<file path="src/rtl/sha1md_pkg.sv">
// ============================================================================
// SHA-1 message digest: shared package
// Types, constants and helper functions used by the controller, the
// datapath and the top level.
// ============================================================================
`default_nettype none

package sha1md_pkg;

  // Block geometry and round count.
  localparam int unsigned BLOCK_BYTES = 64;
  localparam int unsigned BLOCK_BITS  = BLOCK_BYTES * 8;
  localparam int unsigned ROUNDS      = 80;
  localparam int unsigned WORDS       = 5;
  localparam int unsigned COUNT_W     = 61;
  localparam int unsigned POS_W       = 6;
  localparam int unsigned RND_W       = 7;
  localparam int unsigned WIDX_W      = 3;

  // Byte position at which the 64-bit length field starts.
  localparam logic [POS_W-1:0] LEN_POS  = POS_W'(56);
  localparam logic [POS_W-1:0] LAST_POS = POS_W'(63);

  // Pad marker byte.
  localparam logic [7:0] PAD_BYTE = 8'h80;

  // Initial chaining values h0 to h4.
  localparam logic [31:0] H_INIT [WORDS] = '{
    32'h67452301, 32'hefcdab89, 32'h98badcfe, 32'h10325476, 32'hc3d2e1f0
  };

  // Datapath operations.
  typedef enum logic [2:0] {
    OP_NOP,
    OP_DATA,
    OP_PAD80,
    OP_ZERO,
    OP_LEN,
    OP_ROUND,
    OP_UPDATE,
    OP_CLEAR
  } dp_op_t;

  // Command bundle from the controller to the datapath.
  typedef struct packed {
    dp_op_t            op;
    logic              load_work;  // copy chaining words into a..e
    logic [1:0]        phase;      // round group, 20 rounds each
    logic [2:0]        len_idx;    // which length byte, 0 is most significant
    logic [WIDX_W-1:0] widx;       // chaining word shown on the output
  } dp_cmd_t;

  // Status bundle from the datapath to the controller.
  typedef struct packed {
    logic pos_last;  // next byte fills the last slot of the block
    logic pos_len;   // next byte would be the first length byte
  } dp_sts_t;

  // Round constant for each group of 20 rounds.
  function automatic logic [31:0] round_k(input logic [1:0] phase);
    logic [31:0] k;
    case (phase)
      2'd0:    k = 32'h5a827999;
      2'd1:    k = 32'h6ed9eba1;
      2'd2:    k = 32'h8f1bbcdc;
      default: k = 32'hca62c1d6;
    endcase
    return k;
  endfunction

endpackage

`default_nettype wire

</file>
<file path="src/rtl/sha1md_ctrl.sv">
// ============================================================================
// SHA-1 message digest: controller
// Sequences byte intake, padding, the 80 compression rounds, the chaining
// update and the five output transfers.
// ============================================================================
`default_nettype none

module sha1md_ctrl
  import sha1md_pkg::*;
(
  input  wire logic              clk,
  input  wire logic              rst_n,
  input  wire logic              in_tvalid,
  output logic                   in_tready,
  input  wire logic              in_tuser,
  input  wire logic              in_tlast,
  output logic                   out_tvalid,
  input  wire logic              out_tready,
  output logic [WIDX_W-1:0]      out_tuser,
  output logic                   out_tlast,
  output dp_cmd_t                cmd,
  input  wire dp_sts_t           sts
);

  typedef enum logic [2:0] {
    ST_IDLE,
    ST_PAD80,
    ST_PADZ,
    ST_LEN,
    ST_COMP,
    ST_UPD,
    ST_OUT
  } state_t;

  state_t            state_r, state_nxt;
  state_t            ret_r, ret_nxt;
  logic [RND_W-1:0]  rnd_r, rnd_nxt;
  logic [2:0]        len_idx_r, len_idx_nxt;
  logic [WIDX_W-1:0] widx_r, widx_nxt;

  // Next-state and command decode.
  always_comb begin
    state_nxt      = state_r;
    ret_nxt        = ret_r;
    rnd_nxt        = rnd_r;
    len_idx_nxt    = len_idx_r;
    widx_nxt       = widx_r;
    cmd.op         = OP_NOP;
    cmd.load_work  = 1'b0;
    cmd.len_idx    = len_idx_r;
    cmd.widx       = widx_r;
    if (rnd_r < RND_W'(20)) begin
      cmd.phase = 2'd0;
    end else if (rnd_r < RND_W'(40)) begin
      cmd.phase = 2'd1;
    end else if (rnd_r < RND_W'(60)) begin
      cmd.phase = 2'd2;
    end else begin
      cmd.phase = 2'd3;
    end
    in_tready      = 1'b0;
    out_tvalid     = 1'b0;

    case (state_r)
      ST_IDLE: begin
        in_tready = 1'b1;
        if (in_tvalid) begin
          if (in_tuser) begin
            cmd.op = OP_DATA;
            if (sts.pos_last) begin
              // Block is full: compress, then pad if the message ends here.
              cmd.load_work = 1'b1;
              rnd_nxt       = '0;
              state_nxt     = ST_COMP;
              ret_nxt       = in_tlast ? ST_PAD80 : ST_IDLE;
            end else if (in_tlast) begin
              state_nxt = ST_PAD80;
            end
          end else if (in_tlast) begin
            state_nxt = ST_PAD80;
          end
        end
      end
      ST_PAD80: begin
        cmd.op = OP_PAD80;
        if (sts.pos_last) begin
          cmd.load_work = 1'b1;
          rnd_nxt       = '0;
          state_nxt     = ST_COMP;
          ret_nxt       = ST_PADZ;
        end else begin
          state_nxt = ST_PADZ;
        end
      end
      ST_PADZ: begin
        // Zero fill up to the length field, compressing on a block wrap.
        if (sts.pos_len) begin
          len_idx_nxt = '0;
          state_nxt   = ST_LEN;
        end else begin
          cmd.op = OP_ZERO;
          if (sts.pos_last) begin
            cmd.load_work = 1'b1;
            rnd_nxt       = '0;
            state_nxt     = ST_COMP;
            ret_nxt       = ST_PADZ;
          end
        end
      end
      ST_LEN: begin
        cmd.op = OP_LEN;
        if (len_idx_r == 3'd7) begin
          cmd.load_work = 1'b1;
          rnd_nxt       = '0;
          state_nxt     = ST_COMP;
          ret_nxt       = ST_OUT;
        end else begin
          len_idx_nxt = len_idx_r + 3'd1;
        end
      end
      ST_COMP: begin
        cmd.op = OP_ROUND;
        if (rnd_r == RND_W'(ROUNDS - 1)) begin
          state_nxt = ST_UPD;
        end else begin
          rnd_nxt = rnd_r + RND_W'(1);
        end
      end
      ST_UPD: begin
        cmd.op    = OP_UPDATE;
        widx_nxt  = '0;
        state_nxt = ret_r;
      end
      ST_OUT: begin
        out_tvalid = 1'b1;
        if (out_tready) begin
          if (widx_r == WIDX_W'(WORDS - 1)) begin
            // Digest delivered: return to the initial chaining values.
            cmd.op    = OP_CLEAR;
            widx_nxt  = '0;
            state_nxt = ST_IDLE;
          end else begin
            widx_nxt = widx_r + WIDX_W'(1);
          end
        end
      end
      default: begin
        state_nxt = ST_IDLE;
      end
    endcase
  end

  assign out_tuser = widx_r;
  assign out_tlast = (state_r == ST_OUT) && (widx_r == WIDX_W'(WORDS - 1));

  // State and sequencing counters.
  always_ff @(posedge clk) begin
    if (!rst_n) begin
      state_r   <= ST_IDLE;
      ret_r     <= ST_IDLE;
      rnd_r     <= '0;
      len_idx_r <= '0;
      widx_r    <= '0;
    end else begin
      state_r   <= state_nxt;
      ret_r     <= ret_nxt;
      rnd_r     <= rnd_nxt;
      len_idx_r <= len_idx_nxt;
      widx_r    <= widx_nxt;
    end
  end

endmodule

`default_nettype wire

</file>
<file path="src/rtl/sha1md_dp.sv">
// ============================================================================
// SHA-1 message digest: datapath
// Block shift register holding the 16-word schedule window, the working
// variables a..e, the chaining words and the byte counters.
// ============================================================================
`default_nettype none

module sha1md_dp
  import sha1md_pkg::*;
(
  input  wire logic        clk,
  input  wire logic        rst_n,
  input  wire logic [7:0]  byte_in,
  input  wire dp_cmd_t     cmd,
  output dp_sts_t          sts,
  output logic [31:0]      digest_word
);

  logic [BLOCK_BITS-1:0] blk_r, blk_nxt;
  logic [31:0]           a_r, b_r, c_r, d_r, e_r;
  logic [31:0]           a_nxt, b_nxt, c_nxt, d_nxt, e_nxt;
  logic [31:0]           h_r [WORDS];
  logic [31:0]           h_nxt [WORDS];
  logic [COUNT_W-1:0]    count_r, count_nxt;
  logic [POS_W-1:0]      pos_r, pos_nxt;

  logic [63:0]           bit_len;
  logic [2:0]            len_shift;
  logic [7:0]            len_byte;
  logic [7:0]            shift_byte;
  logic                  do_shift;
  logic [31:0]           w0, w2, w8, w13, w_new;
  logic [31:0]           f_val, t_val;

  // Length field bytes, most significant first.
  assign bit_len   = {count_r, 3'b000};
  assign len_shift = 3'd7 - cmd.len_idx;
  assign len_byte  = bit_len[{len_shift, 3'b000} +: 8];

  // Byte that enters the block on a shift.
  always_comb begin
    case (cmd.op)
      OP_DATA:  shift_byte = byte_in;
      OP_PAD80: shift_byte = PAD_BYTE;
      OP_LEN:   shift_byte = len_byte;
      default:  shift_byte = 8'h00;
    endcase
  end
  assign do_shift = (cmd.op == OP_DATA) || (cmd.op == OP_PAD80) ||
                    (cmd.op == OP_ZERO) || (cmd.op == OP_LEN);

  // Schedule window taps; word 0 sits in the top bits.
  assign w0    = blk_r[BLOCK_BITS-1 -: 32];
  assign w2    = blk_r[BLOCK_BITS-1-2*32 -: 32];
  assign w8    = blk_r[BLOCK_BITS-1-8*32 -: 32];
  assign w13   = blk_r[BLOCK_BITS-1-13*32 -: 32];
  assign w_new = {w13[30:0] ^ w8[30:0] ^ w2[30:0] ^ w0[30:0],
                  w13[31] ^ w8[31] ^ w2[31] ^ w0[31]};

  // Round function.
  always_comb begin
    case (cmd.phase)
      2'd0:    f_val = (b_r & c_r) | (~b_r & d_r);
      2'd2:    f_val = (b_r & c_r) | (b_r & d_r) | (c_r & d_r);
      default: f_val = b_r ^ c_r ^ d_r;
    endcase
  end
  assign t_val = {a_r[26:0], a_r[31:27]} + f_val + e_r + round_k(cmd.phase) + w0;

  // Next values.
  always_comb begin
    blk_nxt   = blk_r;
    a_nxt     = a_r;
    b_nxt     = b_r;
    c_nxt     = c_r;
    d_nxt     = d_r;
    e_nxt     = e_r;
    count_nxt = count_r;
    pos_nxt   = pos_r;
    for (int i = 0; i < WORDS; i++) begin
      h_nxt[i] = h_r[i];
    end

    if (do_shift) begin
      blk_nxt = {blk_r[BLOCK_BITS-9:0], shift_byte};
      pos_nxt = pos_r + POS_W'(1);
    end
    if (cmd.op == OP_DATA) begin
      count_nxt = count_r + COUNT_W'(1);
    end
    if (cmd.load_work) begin
      a_nxt = h_r[0];
      b_nxt = h_r[1];
      c_nxt = h_r[2];
      d_nxt = h_r[3];
      e_nxt = h_r[4];
    end

    case (cmd.op)
      OP_ROUND: begin
        blk_nxt = {blk_r[BLOCK_BITS-33:0], w_new};
        a_nxt   = t_val;
        b_nxt   = a_r;
        c_nxt   = {b_r[1:0], b_r[31:2]};
        d_nxt   = c_r;
        e_nxt   = d_r;
      end
      OP_UPDATE: begin
        h_nxt[0] = h_r[0] + a_r;
        h_nxt[1] = h_r[1] + b_r;
        h_nxt[2] = h_r[2] + c_r;
        h_nxt[3] = h_r[3] + d_r;
        h_nxt[4] = h_r[4] + e_r;
      end
      OP_CLEAR: begin
        for (int i = 0; i < WORDS; i++) begin
          h_nxt[i] = H_INIT[i];
        end
        count_nxt = '0;
        pos_nxt   = '0;
      end
      default: begin
      end
    endcase
  end

  // Control state with reset.
  always_ff @(posedge clk) begin
    if (!rst_n) begin
      for (int i = 0; i < WORDS; i++) begin
        h_r[i] <= H_INIT[i];
      end
      count_r <= '0;
      pos_r   <= '0;
    end else begin
      for (int i = 0; i < WORDS; i++) begin
        h_r[i] <= h_nxt[i];
      end
      count_r <= count_nxt;
      pos_r   <= pos_nxt;
    end
  end

  // Payload registers.
  always_ff @(posedge clk) begin
    blk_r <= blk_nxt;
    a_r   <= a_nxt;
    b_r   <= b_nxt;
    c_r   <= c_nxt;
    d_r   <= d_nxt;
    e_r   <= e_nxt;
  end

  assign sts.pos_last = (pos_r == LAST_POS);
  assign sts.pos_len  = (pos_r == LEN_POS);

  // Output word select.
  always_comb begin
    case (cmd.widx)
      3'd0:    digest_word = h_r[0];
      3'd1:    digest_word = h_r[1];
      3'd2:    digest_word = h_r[2];
      3'd3:    digest_word = h_r[3];
      3'd4:    digest_word = h_r[4];
      default: digest_word = h_r[4];
    endcase
  end

endmodule

`default_nettype wire

</file>
<file path="src/rtl/sha1_message_digest.sv">
// ============================================================================
// SHA-1 message digest: top level
// Byte-stream SHA-1 hash with a controller and a round datapath.
// ============================================================================
// The message arrives on the in_ stream one byte per transfer: in_tdata is
// the byte, in_tuser says a byte is present and in_tlast closes the message.
// A transfer with in_tlast and no byte closes the message with the bytes
// seen so far (the empty message if none).
// The transfer that fills a 64-byte block starts the 80 rounds, one per
// cycle, and then the chaining update.
// On in_tlast the pad byte, zero fill and length are shifted in byte by
// byte (up to 72 bytes), with one or two further compressions.
// The digest then leaves on the out_ stream as five transfers: out_tdata
// is the word, out_tuser its index (0 is h0) and out_tlast marks h4.
// A message byte is taken at most every cycle; throughput over a long
// message is bounded by the single round unit.
// in_tready is low while a block compresses, padding runs or the digest
// waits; a stalled word is held until the receiver takes it.
// After the fifth word the chaining words return to the initial constants.
// Synchronous reset loads the initial constants and clears the byte count.
// ============================================================================
`default_nettype none

module sha1_message_digest
  import sha1md_pkg::*;
(
  input  wire logic              clk,
  input  wire logic              rst_n,
  input  wire logic              in_tvalid,
  output logic                   in_tready,
  input  wire logic [7:0]        in_tdata,   // [7:0] byte_value
  input  wire logic              in_tuser,   // [0] byte_present
  input  wire logic              in_tlast,
  output logic                   out_tvalid,
  input  wire logic              out_tready,
  output logic [31:0]            out_tdata,  // [31:0] digest_word
  output logic [WIDX_W-1:0]      out_tuser,  // [2:0] word_index
  output logic                   out_tlast
);

  dp_cmd_t cmd;
  dp_sts_t sts;

  sha1md_ctrl u_ctrl (
    .clk        (clk),
    .rst_n      (rst_n),
    .in_tvalid  (in_tvalid),
    .in_tready  (in_tready),
    .in_tuser   (in_tuser),
    .in_tlast   (in_tlast),
    .out_tvalid (out_tvalid),
    .out_tready (out_tready),
    .out_tuser  (out_tuser),
    .out_tlast  (out_tlast),
    .cmd        (cmd),
    .sts        (sts)
  );

  sha1md_dp u_dp (
    .clk         (clk),
    .rst_n       (rst_n),
    .byte_in     (in_tdata),
    .cmd         (cmd),
    .sts         (sts),
    .digest_word (out_tdata)
  );

endmodule

`default_nettype wire

</file>
<file path="config.mk">
export PLATFORM = sky130hd
export DESIGN_NAME = sha1_message_digest
export DESIGN_NICKNAME = d
export VERILOG_FILES = /design/src/rtl/sha1md_pkg.sv /design/src/rtl/sha1md_ctrl.sv /design/src/rtl/sha1md_dp.sv /design/src/rtl/sha1_message_digest.sv
export SDC_FILE = /design/constraint.sdc
export NUM_CORES = 2
export LEC_CHECK = 0
export BUFFER_PORTS_ARGS = -buffer_cell sky130_fd_sc_hd__buf_2
export CAP_MARGIN = 0
export CORE_ASPECT_RATIO = 0.75
export CORE_MARGIN = 2
export CORE_UTILIZATION = 40
export DETAILED_ROUTE_END_ITERATION = 12
export GPL_ROUTABILITY_DRIVEN = 0
export SETUP_SLACK_MARGIN = 0.15
export SLEW_MARGIN = 40
export SYNTH_ARGS = -nofsm -noshare
export SYNTH_HDL_FRONTEND = slang
export SYNTH_SLANG_ARGS = --single-unit
</file>
<file path="constraint.sdc">
create_clock -name clk -period 9.9 [get_ports clk]
set_input_delay 0.495 -clock clk [delete_from_list [all_inputs] [get_ports clk]]
set_output_delay 0.495 -clock clk [all_outputs]
set_load 0.01 [all_outputs]
</file>
==> impl_table.tex <==
\begin{tabular}{lr}
\hline
Metric & Value \\
\hline
\multicolumn{2}{l}{\textbf{Logic synthesis}} \\
\quad EDFF count, synth & 672 \\
\quad Post-synth ARST share & 0\% \\
\quad Distinct cells, synth & 90 \\
\quad Ys flop type & sky130\_fd\_sc\_hd\_\_edfxtp\_1 \\
\quad Gate count of the mapped netlist & 5792 \\
\quad Mean Syn Cell Area & 9.14 um2 \\
\quad Mapped Nets & 6139 \\
\quad Synthesized flop and latch total & 918 \\
\quad Fraction of the yosys area taken by sequential cells & 47.4\% \\
\quad Summed instance area of the synthesized netlist & 52900 um2 \\
\quad Count of warnings emitted by yosys & 0 \\
\multicolumn{2}{l}{\textbf{GRT}} \\
\quad Vias in the first global route & 38182 \\
\quad Antenna violations before repair & 5 \\
\quad Pin count of the biggest net entering global routing & 212 \\
\quad Global-route wire length before repair & 228 mm \\
\quad Tot GR Track Use & 21.5\% \\
\quad Grt ovf & 0 \\
\multicolumn{2}{l}{\textbf{Setup path}} \\
\quad Peak fanout along the critical path & 32 \\
\quad Critical Path End & u\_dp.a\_r[30] \\
\quad Worst setup SP type & flop \\
\quad Setup slack of the worst register-to-register path & 1.98 ns \\
\quad R2r startpoint & u\_ctrl.rnd\_r[3] \\
\quad Critical path type & reg2reg \\
\quad Terminus of the critical flop-to-flop path & u\_dp.a\_r[30] \\
\quad Critical path startpoint & u\_ctrl.rnd\_r[3] \\
\quad Critical path required time & 10.34 ns \\
\quad Data arrival time of the critical path & 8.36 ns \\
\quad Element type at the critical path end & flop \\
\quad Cell count of the worst reg-to-reg path & 23 \\
\multicolumn{2}{l}{\textbf{Detailed routing}} \\
\quad Vias & 41159 \\
\quad Remaining number of nets flagged by the antenna check after routing & 0 \\
\quad Via/cell ratio & 5.44 \\
\quad Detailed-route DRC error count & 0 \\
\quad Final routed wirelength across all metal layers & 149 mm \\
\quad Number of detailed-route iterations in the first pass & 5 \\
\quad Average wire length per cell after detail routing & 19.7 um \\
\quad Drt initial violations & 4313 \\
\multicolumn{2}{l}{\textbf{Pwr}} \\
\quad Worst IR Drop VDD & 0.368 mV \\
\quad Pwr Total & 21.3 mW \\
\quad Leak pwr & 24.3 nW \\
\quad PwrDens & 365 nW/um2 \\
\multicolumn{2}{l}{\textbf{Clocking}} \\
\quad Clock Tree Root & sky130\_fd\_sc\_hd\_\_clkbuf\_16 \\
\quad Clock latency of the later-clocked register in the worst-skew pair & 0.72 ns \\
\quad TritonCTS buffer count & 97 \\
\quad Maximum count of clock buffers along a single path & 3 \\
\quad Post-CTS Hold Fix Bufs & 0 \\
\quad TritonCTS clock tree & done \\
\quad Post-CTS setup repair buffer count & 0 \\
\quad Total number of H-tree levels & 3 \\
\quad TritonCTS sink count & 918 \\
\quad Register clock-pin slew on the reported worst setup and hold paths & 0.06 ns \\
\quad Post-cts resize count & 0 \\
\multicolumn{2}{l}{\textbf{Floorplan}} \\
\quad Area of the core region & 131000 um2 \\
\quad Standard-cell row count & 115 \\
\quad Die W & 424 um \\
\quad Starting utilization of the core area & 40.3\% \\
\quad Ports placed on the boundary & 52 \\
\quad Die outline area & 135000 um2 \\
\quad Vert. Die Dim & 319 um \\
\multicolumn{2}{l}{\textbf{Place}} \\
\quad Placed Instance Area & 54900 um2 \\
\quad Half-perimeter wire length after placement & 104 mm \\
\quad Instance count after placement with tap cells included & 7376 \\
\quad Port Buf Inserts & 51 \\
\multicolumn{2}{l}{\textbf{Timing}} \\
\quad Shortest period the worst path allows & 7.92 ns \\
\quad Relative slew margins & 39.9\% \\
\quad Clk\_skew & 0.0353 ns \\
\quad Final period util & 80.0\% \\
\quad Total Neg Setup Slack & 0 ns \\
\quad Actual slew at the worst max-slew pin & 0.893 ns \\
\quad Setup repair after global routing missed its margin & no \\
\quad Top achievable clock speed & 126 MHz \\
\quad Final max-slew violation count & 0 \\
\quad Finish-stage setup viols & 0 \\
\quad Final Hold Fails & 0 \\
\quad Post-route worst hold slack & 0.0742 ns \\
\multicolumn{2}{l}{\textbf{Layout}} \\
\quad Number of cells in the finished layout apart from fillers & 7562 \\
\quad Count of nets after finishing & 6072 \\
\quad Final antenna diode count & 0 \\
\quad Share of final-layout standard cells stronger than drive strength 1 & 5.89\% \\
\quad Non-Filler Cell Area, Final & 58200 um2 \\
\quad Area growth, synth to finish & 10.0\% \\
\multicolumn{2}{l}{\textbf{Run}} \\
\quad Max-cap violation count & 0 \\
\multicolumn{2}{l}{\textbf{Worst hold path}} \\
\quad Worst hold path type & in2reg \\
\multicolumn{2}{l}{\textbf{Run status}} \\
\quad Result of the run & completed \\
\hline
\end{tabular}
## cell usage in the layout, fill, tap and decap left out, types with 13 or more instances in the layout
cell / n
sky130_fd_sc_hd__nor2b_1: 27
sky130_fd_sc_hd__buf_2: 51
sky130_fd_sc_hd__o31ai_1: 13
sky130_fd_sc_hd__nor3_1: 37
sky130_fd_sc_hd__xor2_1: 112
sky130_fd_sc_hd__fa_1: 125
sky130_fd_sc_hd__nand3_1: 103
sky130_fd_sc_hd__o21a_1: 60
sky130_fd_sc_hd__nor2_1: 221
sky130_fd_sc_hd__nand2b_1: 41
sky130_fd_sc_hd__o22ai_1: 13
sky130_fd_sc_hd__xnor2_1: 182
sky130_fd_sc_hd__clkinv_2: 23
sky130_fd_sc_hd__and3_1: 39
sky130_fd_sc_hd__clkinv_1: 18
sky130_fd_sc_hd__o21ai_0: 265
sky130_fd_sc_hd__and2_1: 14
sky130_fd_sc_hd__inv_1: 233
sky130_fd_sc_hd__nand2_1: 2071
sky130_fd_sc_hd__dfxtp_1: 245
sky130_fd_sc_hd__o211ai_1: 52
sky130_fd_sc_hd__a221o_1: 15
sky130_fd_sc_hd__ha_1: 208
sky130_fd_sc_hd__a21oi_1: 211
sky130_fd_sc_hd__or3_1: 35
sky130_fd_sc_hd__clkbuf_1: 16
sky130_fd_sc_hd__mux2_2: 32
sky130_fd_sc_hd__mux2i_1: 23
sky130_fd_sc_hd__clkbuf_16: 99
sky130_fd_sc_hd__a211oi_1: 18
sky130_fd_sc_hd__o21bai_1: 18
sky130_fd_sc_hd__nand4_1: 24
sky130_fd_sc_hd__a22oi_1: 125
sky130_fd_sc_hd__edfxtp_1: 672
sky130_fd_sc_hd__mux4_2: 13
sky130_fd_sc_hd__buf_4: 33
sky130_fd_sc_hd__a31oi_1: 24
sky130_fd_sc_hd__a21o_1: 87
## worst min-delay path by stage
stage,startpoint,end,slack [ns],depth (start not counted)
after floorplan,u_ctrl.ret_r[0],u_ctrl.ret_r[0],0.43,2
after detailed placement,u_ctrl.ret_r[0],u_ctrl.ret_r[0],0.45,2
after global placement,u_ctrl.ret_r[0],u_ctrl.ret_r[0],0.44,2
final,in_tlast,u_ctrl.ret_r[0],0.07,3
after global routing,in_tlast,u_ctrl.ret_r[0],0.06,3
after CTS,in_tlast,u_ctrl.ret_r[0],0.02,3
## layer usage
metal	share of wire, %	track usage, %	up-vias
li1	-	-	19677
met1	49	33.8	19876
met2	41	29.8	1378
met3	8.2	4.25	226
met4	2.2	4.99	2
met5	0.013	0	-
## registers in the layout, summed over array words and instances, names as in the netlist
name              flops
u_dp.blk_r          512
u_dp.h_r            160
u_dp.count_r         61
u_ctrl.ret_r          3
u_dp.pos_r            6
u_ctrl.rnd_r          7
u_ctrl.out_tuser      3
u_ctrl.state_r        3
u_dp.e_r             32
u_dp.a_r             32
u_dp.d_r             32
u_ctrl.len_idx_r      3
u_dp.c_r             32
u_dp.b_r             32
## report_power, final
group,switching [mW],internal (mW),total (mW)
Clock,1.65,2.11,3.76
Sequential,1.13,6.70,7.83
Combinational,6.19,3.49,9.69
Total,8.97,12.3,21.3
## cells in the mapped netlist (13+ instances only)
cell,instances,area share (%)
sky130_fd_sc_hd__a211oi_1,18,0.26
sky130_fd_sc_hd__a21o_1,87,1.2
sky130_fd_sc_hd__a21oi_1,211,2.0
sky130_fd_sc_hd__a221o_1,16,0.30
sky130_fd_sc_hd__a22oi_1,125,1.8
sky130_fd_sc_hd__a31oi_1,24,0.28
sky130_fd_sc_hd__and2_1,16,0.19
sky130_fd_sc_hd__and3_1,39,0.46
sky130_fd_sc_hd__clkbuf_1,252,1.8
sky130_fd_sc_hd__dfxtp_1,246,9.3
sky130_fd_sc_hd__edfxtp_1,672,38
sky130_fd_sc_hd__fa_1,125,4.7
sky130_fd_sc_hd__ha_1,208,4.9
sky130_fd_sc_hd__inv_1,233,1.7
sky130_fd_sc_hd__mux2_2,32,0.68
sky130_fd_sc_hd__mux2i_1,23,0.43
sky130_fd_sc_hd__mux4_2,13,0.55
sky130_fd_sc_hd__nand2_1,2075,15
sky130_fd_sc_hd__nand2b_1,41,0.48
sky130_fd_sc_hd__nand3_1,103,0.97
sky130_fd_sc_hd__nand4_1,24,0.28
sky130_fd_sc_hd__nor2_1,223,1.6
sky130_fd_sc_hd__nor2b_1,27,0.32
sky130_fd_sc_hd__nor3_1,37,0.35
sky130_fd_sc_hd__o211ai_1,52,0.74
sky130_fd_sc_hd__o21a_1,60,0.85
sky130_fd_sc_hd__o21ai_0,266,2.5
sky130_fd_sc_hd__o21bai_1,18,0.26
sky130_fd_sc_hd__o22ai_1,13,0.15
sky130_fd_sc_hd__o31ai_1,14,0.20
sky130_fd_sc_hd__or3_1,35,0.41
sky130_fd_sc_hd__xnor2_1,182,3.0
sky130_fd_sc_hd__xor2_1,112,1.9
## logic make-up after synthesis
family                     after synthesis  share of synthesized area (%)
AOI/OAI and AO/OA                      995                           12.1
xor gates and xnor gates               294                           4.86
adders and majority gates              333                           9.64
buffers and inverters                  507                           3.66
DFF                                    918                           47.4
muxes                                   68                           1.67
and+or+nand+nor                       2677                           20.7
## through the flow
| stage | setup slack, ns | util [%] |
|---|---|---|
| final | 1.98 | 44.4 |
| after global routing | 1.49 | 44.4 |
| after CTS | 2.04 | 44.3 |
| after detailed placement | 2.09 | 41.8 |
| after global placement | 2.08 | 41.8 |
| after floorplan | 1.70 | - |
## area by class of cell
cell class / instances / area, um2
Fill cell: 12728 / 73000
Inverter: 236 / 886
Clock buffer: 122 / 2630
Clock inverter: 59 / 576
Tap cell: 1755 / 2200
Sequential cell: 918 / 25100
Timing Repair Buffer: 105 / 860
Multi-Input combinational cell: 4367 / 26000
## worst max-delay path, cell delays in order, from the launching register on
cell                        delay (ns)
sky130_fd_sc_hd__dfxtp_1          0.37
sky130_fd_sc_hd__or2_2            0.33
sky130_fd_sc_hd__a21oi_1          0.58
sky130_fd_sc_hd__inv_1            0.40
sky130_fd_sc_hd__ha_1             0.29
sky130_fd_sc_hd__buf_4            0.25
sky130_fd_sc_hd__a22oi_1          0.22
sky130_fd_sc_hd__o21ai_0          0.12
sky130_fd_sc_hd__fa_1             0.49
sky130_fd_sc_hd__fa_1             0.52
sky130_fd_sc_hd__inv_1            0.07
sky130_fd_sc_hd__fa_1             0.57
sky130_fd_sc_hd__inv_1            0.06
sky130_fd_sc_hd__ha_1             0.28
sky130_fd_sc_hd__a21o_1           0.15
sky130_fd_sc_hd__a21o_1           0.20
sky130_fd_sc_hd__a2111oi_0        0.69
sky130_fd_sc_hd__o21ai_1          0.39
sky130_fd_sc_hd__a2111oi_1        0.85
sky130_fd_sc_hd__o31ai_1          0.30
sky130_fd_sc_hd__nand2_1          0.16
sky130_fd_sc_hd__o21ai_0          0.11
sky130_fd_sc_hd__xnor2_1          0.14
sky130_fd_sc_hd__o21ai_0          0.09
Note: power is estimated with default switching activity, not from simulation.
